## src/nnsa_pkg.sv

```systemverilog
`timescale 1ns / 1ps
// ----------------------------------------------------------------------------
// nnsa_pkg: shared types and constants of the nearest-neighbor address scaler
// Field widths, register map codes, pipeline stage payload and config bundle.
// ----------------------------------------------------------------------------
package nnsa_pkg;

  // Field widths
  localparam int unsigned COORD_W = 12;                 // dest/src coordinate
  localparam int unsigned DIM_W   = 13;                 // image dimension register
  localparam int unsigned PROD_W  = COORD_W + DIM_W;    // coordinate times dimension
  localparam int unsigned QUO_W   = DIM_W;              // quotient bits, one per stage
  localparam int unsigned INDEX_W = 24;                 // row-major source index
  localparam int unsigned ADDR_W  = 4;                  // APB byte address
  localparam int unsigned DATA_W  = 32;                 // APB data

  // Parameter default and register reset values
  localparam int unsigned MAX_DIM_DEF = 4096;
  localparam logic [DIM_W-1:0] SRC_W_RST = 13'd640;
  localparam logic [DIM_W-1:0] SRC_H_RST = 13'd480;
  localparam logic [DIM_W-1:0] TGT_W_RST = 13'd640;
  localparam logic [DIM_W-1:0] TGT_H_RST = 13'd480;

  // Register map (word index)
  typedef enum logic [1:0] {
    REG_SRC_W = 2'd0,
    REG_SRC_H = 2'd1,
    REG_TGT_W = 2'd2,
    REG_TGT_H = 2'd3
  } reg_idx_t;

  // Configuration bundle
  typedef struct packed {
    logic [DIM_W-1:0] src_w;
    logic [DIM_W-1:0] src_h;
    logic [DIM_W-1:0] tgt_w;
    logic [DIM_W-1:0] tgt_h;
  } cfg_t;

  // Payload carried through the divider stages
  typedef struct packed {
    logic [PROD_W-1:0] rem_c;
    logic [PROD_W-1:0] rem_r;
    logic [QUO_W-1:0]  quo_c;
    logic [QUO_W-1:0]  quo_r;
    logic              oor;
  } stage_t;

endpackage

```

## src/nnsa_cfg.sv

```systemverilog
`timescale 1ns / 1ps
// ----------------------------------------------------------------------------
// nnsa_cfg: APB register file
// Holds source and target image sizes, clamping each write to 1..MAX_DIM.
// ----------------------------------------------------------------------------
module nnsa_cfg #(
  parameter int unsigned MAX_DIM = nnsa_pkg::MAX_DIM_DEF
) (
  input  logic                        clk,
  input  logic                        rst_n,
  input  logic                        psel,
  input  logic                        penable,
  input  logic                        pwrite,
  input  logic [nnsa_pkg::ADDR_W-1:0] paddr,
  input  logic [nnsa_pkg::DATA_W-1:0] pwdata,
  output logic [nnsa_pkg::DATA_W-1:0] prdata,
  output logic                        pready,
  output nnsa_pkg::cfg_t              cfg
);
  import nnsa_pkg::*;

  localparam int unsigned CMP_W = 17;

  cfg_t             cfg_r;
  cfg_t             cfg_nxt;
  reg_idx_t         idx;
  logic             wr;
  logic [DIM_W-1:0] wval;
  logic [DIM_W-1:0] rval;

  // Saturate a written dimension into 1..MAX_DIM
  function automatic logic [DIM_W-1:0] clamp_dim(input logic [DIM_W-1:0] v);
    logic [DIM_W-1:0] r;
    r = v;
    if (v == '0) begin
      r = DIM_W'(1);
    end else if ({{(CMP_W-DIM_W){1'b0}}, v} > CMP_W'(MAX_DIM)) begin
      r = DIM_W'(MAX_DIM);
    end
    return r;
  endfunction

  assign pready = 1'b1;
  assign idx    = reg_idx_t'(paddr[ADDR_W-1:2]);
  assign wr     = psel && penable && pwrite && pready;
  assign wval   = clamp_dim(pwdata[DIM_W-1:0]);

  // Decode write
  always_comb begin
    cfg_nxt = cfg_r;
    if (wr) begin
      case (idx)
        REG_SRC_W: cfg_nxt.src_w = wval;
        REG_SRC_H: cfg_nxt.src_h = wval;
        REG_TGT_W: cfg_nxt.tgt_w = wval;
        REG_TGT_H: cfg_nxt.tgt_h = wval;
        default: ;
      endcase
    end
  end

  // Hold registers
  always_ff @(posedge clk) begin
    if (!rst_n) begin
      cfg_r.src_w <= SRC_W_RST;
      cfg_r.src_h <= SRC_H_RST;
      cfg_r.tgt_w <= TGT_W_RST;
      cfg_r.tgt_h <= TGT_H_RST;
    end else begin
      cfg_r <= cfg_nxt;
    end
  end

  // Read mux
  always_comb begin
    case (idx)
      REG_SRC_W: rval = cfg_r.src_w;
      REG_SRC_H: rval = cfg_r.src_h;
      REG_TGT_W: rval = cfg_r.tgt_w;
      REG_TGT_H: rval = cfg_r.tgt_h;
      default:   rval = '0;
    endcase
  end

  assign prdata = {{(DATA_W-DIM_W){1'b0}}, rval};
  assign cfg    = cfg_r;

  // Stored sizes never leave 1..MAX_DIM; source width and both target sizes are checked nonzero
  a_src_w_nonzero: assert property (@(posedge clk) disable iff (!rst_n)
    cfg_r.src_w != '0) else $error("source width register is zero");
  a_tgt_w_nonzero: assert property (@(posedge clk) disable iff (!rst_n)
    cfg_r.tgt_w != '0) else $error("target width register is zero");
  a_tgt_h_nonzero: assert property (@(posedge clk) disable iff (!rst_n)
    cfg_r.tgt_h != '0) else $error("target height register is zero");

endmodule

```

## src/nnsa_div_stage.sv

```systemverilog
`timescale 1ns / 1ps
// ----------------------------------------------------------------------------
// nnsa_div_stage: one restoring-division stage
// Resolves quotient bit BIT of both the column and the row division.
// ----------------------------------------------------------------------------
module nnsa_div_stage #(
  parameter int unsigned BIT = 0
) (
  input  logic             clk,
  input  logic             rst_n,
  input  logic             en,
  input  nnsa_pkg::cfg_t   cfg,
  input  logic             in_vld,
  input  nnsa_pkg::stage_t in_data,
  output logic             vld_r,
  output nnsa_pkg::stage_t data_r
);
  import nnsa_pkg::*;

  localparam int unsigned CMP_W = PROD_W + 1;

  logic [CMP_W-1:0] dvs_c;
  logic [CMP_W-1:0] dvs_r;
  logic             take_c;
  logic             take_r;
  stage_t           data_nxt;

  // Divisor aligned to this quotient bit
  assign dvs_c  = {{(CMP_W-DIM_W){1'b0}}, cfg.tgt_w} << BIT;
  assign dvs_r  = {{(CMP_W-DIM_W){1'b0}}, cfg.tgt_h} << BIT;
  assign take_c = {1'b0, in_data.rem_c} >= dvs_c;
  assign take_r = {1'b0, in_data.rem_r} >= dvs_r;

  // Subtract where the divisor fits and set the quotient bit
  always_comb begin
    data_nxt = in_data;
    if (take_c) begin
      data_nxt.rem_c      = in_data.rem_c - dvs_c[PROD_W-1:0];
      data_nxt.quo_c[BIT] = 1'b1;
    end
    if (take_r) begin
      data_nxt.rem_r      = in_data.rem_r - dvs_r[PROD_W-1:0];
      data_nxt.quo_r[BIT] = 1'b1;
    end
  end

  // Advance when the stage is free or drains
  always_ff @(posedge clk) begin
    if (!rst_n) begin
      vld_r <= 1'b0;
    end else if (en) begin
      vld_r <= in_vld;
    end
  end

  always_ff @(posedge clk) begin
    if (en) begin
      data_r <= data_nxt;
    end
  end

  // A request that enters is held until taken
  a_enter: assert property (@(posedge clk) disable iff (!rst_n)
    en && in_vld |=> vld_r) else $error("request lost entering divider stage");
  a_hold: assert property (@(posedge clk) disable iff (!rst_n)
    !en && vld_r |=> vld_r && $stable(data_r))
    else $error("stalled divider stage changed");
  a_bit_clear: assert property (@(posedge clk) disable iff (!rst_n)
    en && in_vld && in_data.quo_c[BIT] |=> data_r.quo_c[BIT])
    else $error("quotient bit dropped");

endmodule

```

## src/nearest_neighbor_scale_address_top.sv

```systemverilog
`timescale 1ns / 1ps
// Throughput: one request per cycle while out_stall is low; the 13 one-bit division stages set the depth.
// Stall: per-stage enables let bubbles collapse, so requests still enter while
//   a finished result waits at the output.
// Reset: synchronous, active low; clears all stage valids and loads the sizes
//   640 x 480 source, 640 x 480 target.
// ----------------------------------------------------------------------------
// nearest_neighbor_scale_address_top: nearest-neighbor source address generator
// Maps a destination pixel to floor(col*src_w/tgt_w), floor(row*src_h/tgt_h)
// and the row-major source index through a multiply, divide and MAC pipeline.
// ----------------------------------------------------------------------------
module nearest_neighbor_scale_address_top #(
  parameter int unsigned MAX_DIM = nnsa_pkg::MAX_DIM_DEF
) (
  input  logic                         clk,
  input  logic                         rst_n,
  // request channel
  input  logic                         in_valid,
  output logic                         in_stall,
  input  logic [nnsa_pkg::COORD_W-1:0] in_dest_col,
  input  logic [nnsa_pkg::COORD_W-1:0] in_dest_row,
  // result channel
  output logic                         out_valid,
  input  logic                         out_stall,
  output logic [nnsa_pkg::COORD_W-1:0] out_src_col,
  output logic [nnsa_pkg::COORD_W-1:0] out_src_row,
  output logic [nnsa_pkg::INDEX_W-1:0] out_src_index,
  output logic                         out_out_of_range,
  // configuration port
  input  logic                         psel,
  input  logic                         penable,
  input  logic                         pwrite,
  input  logic [nnsa_pkg::ADDR_W-1:0]  paddr,
  input  logic [nnsa_pkg::DATA_W-1:0]  pwdata,
  output logic [nnsa_pkg::DATA_W-1:0]  prdata,
  output logic                         pready
);
  import nnsa_pkg::*;

  localparam int unsigned LAST   = QUO_W + 1;   // output stage index
  localparam int unsigned NSTAGE = LAST + 1;
  localparam int unsigned MAC_W  = 2 * DIM_W;

  cfg_t               cfg;
  logic [NSTAGE-1:0]  en;
  logic [NSTAGE-1:0]  vld;
  stage_t             stg [0:QUO_W];
  stage_t             front_nxt;
  logic               front_vld_r;
  stage_t             front_r;
  logic               out_vld_r;
  logic               oor_c;
  logic [MAC_W-1:0]   mac;
  logic [COORD_W-1:0] src_col_r;
  logic [COORD_W-1:0] src_row_r;
  logic [INDEX_W-1:0] src_index_r;
  logic               oor_r;

  nnsa_cfg #(
    .MAX_DIM (MAX_DIM)
  ) u_cfg (
    .clk     (clk),
    .rst_n   (rst_n),
    .psel    (psel),
    .penable (penable),
    .pwrite  (pwrite),
    .paddr   (paddr),
    .pwdata  (pwdata),
    .prdata  (prdata),
    .pready  (pready),
    .cfg     (cfg)
  );

  // Stage enables: a stage moves when empty or when the next one moves
  assign en[LAST] = !vld[LAST] || !out_stall;
  for (genvar k = 0; k < LAST; k++) begin : g_en
    assign en[k] = !vld[k] || en[k+1];
  end
  assign in_stall = !en[0];

  // Front stage: range check and scaling products
  assign oor_c = ({1'b0, in_dest_col} >= cfg.tgt_w) || ({1'b0, in_dest_row} >= cfg.tgt_h);

  always_comb begin
    front_nxt       = '0;
    front_nxt.rem_c = PROD_W'(in_dest_col) * PROD_W'(cfg.src_w);
    front_nxt.rem_r = PROD_W'(in_dest_row) * PROD_W'(cfg.src_h);
    front_nxt.oor   = oor_c;
  end

  always_ff @(posedge clk) begin
    if (!rst_n) begin
      front_vld_r <= 1'b0;
    end else if (en[0]) begin
      front_vld_r <= in_valid;
    end
  end

  always_ff @(posedge clk) begin
    if (en[0]) begin
      front_r <= front_nxt;
    end
  end

  assign vld[0] = front_vld_r;
  assign stg[0] = front_r;

  // Divider: one quotient bit per stage, most significant first
  for (genvar k = 1; k <= QUO_W; k++) begin : g_div
    nnsa_div_stage #(
      .BIT (QUO_W - k)
    ) u_div (
      .clk     (clk),
      .rst_n   (rst_n),
      .en      (en[k]),
      .cfg     (cfg),
      .in_vld  (vld[k-1]),
      .in_data (stg[k-1]),
      .vld_r   (vld[k]),
      .data_r  (stg[k])
    );
  end

  // Output stage: row-major index and zeroing of out-of-range requests
  assign mac = MAC_W'(stg[QUO_W].quo_r) * MAC_W'(cfg.src_w) + MAC_W'(stg[QUO_W].quo_c);

  always_ff @(posedge clk) begin
    if (!rst_n) begin
      out_vld_r <= 1'b0;
    end else if (en[LAST]) begin
      out_vld_r <= vld[QUO_W];
    end
  end

  assign vld[LAST] = out_vld_r;

  always_ff @(posedge clk) begin
    if (en[LAST]) begin
      oor_r <= stg[QUO_W].oor;
      if (stg[QUO_W].oor) begin
        src_col_r   <= '0;
        src_row_r   <= '0;
        src_index_r <= '0;
      end else begin
        src_col_r   <= stg[QUO_W].quo_c[COORD_W-1:0];
        src_row_r   <= stg[QUO_W].quo_r[COORD_W-1:0];
        src_index_r <= mac[INDEX_W-1:0];
      end
    end
  end

  assign out_valid        = vld[LAST];
  assign out_src_col      = src_col_r;
  assign out_src_row      = src_row_r;
  assign out_src_index    = src_index_r;
  assign out_out_of_range = oor_r;

  // Out-of-range results carry zero fields
  a_oor_zero: assert property (@(posedge clk) disable iff (!rst_n)
    out_valid && out_out_of_range |->
      (out_src_col == '0) && (out_src_row == '0) && (out_src_index == '0))
    else $error("out-of-range result with nonzero fields");
  // Input is only held off when the front stage is occupied
  a_stall_full: assert property (@(posedge clk) disable iff (!rst_n)
    in_stall |-> vld[0]) else $error("input stalled with empty front stage");
  // Reset empties the pipeline
  a_reset_empty: assert property (@(posedge clk)
    !rst_n |=> !out_valid) else $error("result valid after reset");
  // A waiting result is taken before the output stage reloads
  a_out_hold: assert property (@(posedge clk) disable iff (!rst_n)
    out_valid && out_stall |=> out_valid) else $error("stalled result dropped");

endmodule

```

## config.mk

```make
export PLATFORM = sky130hd
export DESIGN_NAME = nearest_neighbor_scale_address_top
export DESIGN_NICKNAME = d
export VERILOG_FILES = /design/src/nnsa_pkg.sv /design/src/nnsa_cfg.sv /design/src/nnsa_div_stage.sv /design/src/nearest_neighbor_scale_address_top.sv
export SDC_FILE = /design/constraint.sdc
export NUM_CORES = 2
export LEC_CHECK = 0
export CAP_MARGIN = 15
export CORE_MARGIN = 2
export CORE_UTILIZATION = 59
export CTS_CLUSTER_SIZE = 40
export DETAILED_ROUTE_END_ITERATION = 8
export DONT_BUFFER_PORTS = 1
export PLACE_DENSITY = 0.88
export RECOVER_POWER = 100
export SYNTH_ARGS = -nofsm -noshare
export SYNTH_HDL_FRONTEND = slang
export SYNTH_SLANG_ARGS = --single-unit
```

## constraint.sdc

```tcl
create_clock -name clk -period 6 [get_ports clk]
set_input_delay 0.3 -clock clk [delete_from_list [all_inputs] [get_ports clk]]
set_output_delay 0.3 -clock clk [all_outputs]
set_load 0.02 [all_outputs]
```

==> results.json <==
{
  "fin_util": 0.651,
  "fill_cells": 7797,
  "dp_hpwl_mm": 118,
  "io_pins": 151,
  "start_util": 0.596,
  "syn-cell-area_mm2": 0.0671,
  "cts_buffers": 96,
  "cts_num_sinks": 962,
  "ir_worst_vdd_uv": 421,
  "worstSetupPathType": "reg2reg",
  "synth-warning-count": 0,
  "postPlaceCellArea_mm2": 0.0694,
  "synth_area_leaders": "edfxtp_1 (40%), fa_1 (11%), ha_1 (11%), inv_1 (3.6%), nand2_1 (3.4%)",
  "synth.most_common_cell": "edfxtp_1",
  "die-area_mm2": 0.116,
  "syn_avg_cell_area_um2": 10.8,
  "timing.final.crit_share": 1.03,
  "drtIter0Drc": 4697,
  "finClkSkew_ps": 27.4,
  "synthCells": 6212,
  "setup-violations-final": 6,
  "worst_pin_slew_ps": 1150,
  "synth_edf_count": 895,
  "row_count": 123,
  "hold_violations": 0,
  "worstPathRequired_ps": 6400,
  "cts_tree": "yes",
  "route.detailed.drc": 0,
  "coreArea_mm2": 0.113,
  "period_needed_ps": 6160,
  "clock_latency_ps": 690,
  "grt_max_degree": 76,
  "fmax_mhz": 162,
  "timing.slew.headroom": 0.234,
  "tns_ps": -625,
  "rsz0062_at_grt": "yes",
  "avgRoutedWirePerCell_um": 20.6,
  "crit_fanout": 5,
  "cts.htree.levels": 3,
  "synth.top_cell.area_share": 0.400,
  "power_density_mw_per_mm2": 436,
  "num_vias": 48800,
  "gr-total-overflow": 0,
  "async_flop_share": 0,
  "clockBufferDepth": 3,
  "grt_pass1_wl_mm": 258,
  "area_growth_pct": 9.24,
  "cp-startpoint": "g_div[13].u_div.data_r[7]",
  "die_w_um": 341,
  "r2r-start": "g_div[13].u_div.data_r[7]",
  "regArea_mm2": 0.0282,
  "ys_ff_latch": 962,
  "synthDistinctLibCells": 84,
  "cp-start-kind": "flop",
  "nets": 7341,
  "numPortBuffers": 0,
  "drive_gt1_frac": 0.0784,
  "synth_top_area_cell": "edfxtp_1",
  "routed_wl_mm": 163,
  "antenna_found_initial": 8,
  "synth_flop_cell": "edfxtp_1",
  "design_area_mm2": 0.0733,
  "synthTopCellsByCount": "edfxtp_1 (895), inv_1 (636), nand2_1 (599), ha_1 (567), fa_1 (373)",
  "hold_path.class": "in2reg",
  "vias_per_cell": 6.16,
  "drt_first_pass_iters": 8,
  "drtAntennaViolNets": 0,
  "status": "finished, violations left",
  "gp_congestion": 0.932,
  "maxCapViolations": 0,
  "critPathArrivalTime_ps": 6560,
  "cp-end-kind": "flop",
  "grt_pass1_vias": 49500,
  "drv_slew": 0,
  "setup_slack_ps": -163,
  "die_h_um": 341,
  "violations": "negative setup slack",
  "min_path_cells": 3,
  "multiInputGateArea_mm2": 0.0360,
  "path_clk_slew_ps": 60,
  "power_leakage_nw": 31.3,
  "root_buffer": "clkbuf_16",
  "grt_usage": 0.277,
  "hp-start": "pwdata[2]",
  "synth.yosys.seq_area_share": 0.420,
  "rr_worst_depth": 23
}
final cells by class:
cell class              count  share of cell area
clock inverters            63             0.00889
flip-flops and latches    962               0.385
multi-input cells        4442               0.491
diodes                      2           0.0000683
well taps                1500              0.0256
inverters                 638              0.0327
clock buffers             115              0.0343
repair buffers            194              0.0221
where the power goes:
| group | total (mW) | internal (mW) | switching [mW] |
|---|---|---|---|
| registers | 11.8 | 10.4 | 1.42 |
| clock network | 6.14 | 3.48 | 2.65 |
| logic | 14.0 | 6.31 | 7.73 |
cell families after synthesis:
group / share of synthesized area
buffers and inverters: 0.0475
other: 0.000112
AO/OA/AOI/OAI: 0.104
adder cells (fa/ha/maj): 0.217
XOR/XNOR: 0.0506
AND/OR/NAND/NOR: 0.138
multiplexers: 0.0214
flip-flops: 0.420
per-layer routing:
layer,track usage,wire [um]
met1,0.329,59600
met3,0.0483,13300
met4,0.138,8970
met5,0,30
met2,0.486,80700
path summary, 6_finish.rpt:
| path | endpoint | slack, ps |
|---|---|---|
| worst max register to register | out_src_index[13] | -160 |
| worst min register to register | g_div[3].u_div.data_r[12] | 400 |
| worst min-delay path | u_cfg.cfg[28] | 40 |
| worst max-delay path | out_src_index[13] | -160 |
placed cells by master, fill, tap and decap left out, types with 40 or more instances in the layout:
cell type | Yosys | final
nor3_1 | 112 | 111
inv_1 | 636 | 624
xnor2_1 | 210 | 209
edfxtp_1 | 895 | 895
xor2_1 | 178 | 178
ha_1 | 567 | 564
o21a_1 | 59 | 59
dfxtp_1 | 67 | 62
a21oi_1 | 320 | 316
nor4_1 | 61 | 61
nand2_1 | 599 | 591
or4_1 | 40 | 40
buf_4 | 21 | 150
nor2b_1 | 115 | 115
a21boi_0 | 56 | 55
fa_1 | 373 | 373
mux2_2 | 71 | 71
nand4_1 | 58 | 58
and2_1 | 223 | 214
nand2b_1 | 77 | 77
nand3_1 | 68 | 67
o21ai_0 | 260 | 257
clkbuf_16 | 0 | 97
a21o_1 | 134 | 134
nor2_1 | 357 | 357
critical path: stages, from the launching register on:
cell	delay [ps]
edfxtp_1	470
and2_1	220
fa_1	520
inv_1	80
fa_1	520
inv_1	90
fa_1	540
fa_1	510
fa_1	490
inv_1	50
fa_1	470
inv_1	60
ha_4	220
and2_4	140
o21a_1	160
a311o_1	310
buf_4	150
a21o_1	170
a21o_1	170
buf_4	140
buf_6	100
buf_6	110
xnor2_2	140
nor2_1	60
flip-flops by register name (all words and copies together) (netlist names):
register,cells
out_out_of_range,1
g_div.u_div.vld_r,13
out_src_col,12
out_valid,1
g_div.u_div.data_r,795
out_src_row,12
front_r,51
front_vld_r,1
u_cfg.cfg,52
out_src_index,24
stage by stage:
stage	hold slack [ps]	setup WS, ps	power [mW]	cells
6_report	42.3	-163	32.0	7916
5_1_grt	42.1	-341	34.0	7914
4_1_cts	5.48	-3.48	31.5	7896
3_5_place_dp	375	-244	25.1	7687
3_3_place_gp	370	-117	24.4	7687
2_1_floorplan	400	45.2	21.8	6230
what timing repair did:
| action | 4_1_cts | 5_1_grt |
|---|---|---|
| hold buffers | 26 | 0 |
| setup buffers | 5 | 16 |
| resized for setup | 13 | 49 |
| endpoints found under the setup margin | 5 | 13 |
| endpoints found under the hold margin | 71 | 0 |
| pin swaps | 13 | 7 |
Power figures use the tool's default switching activity.
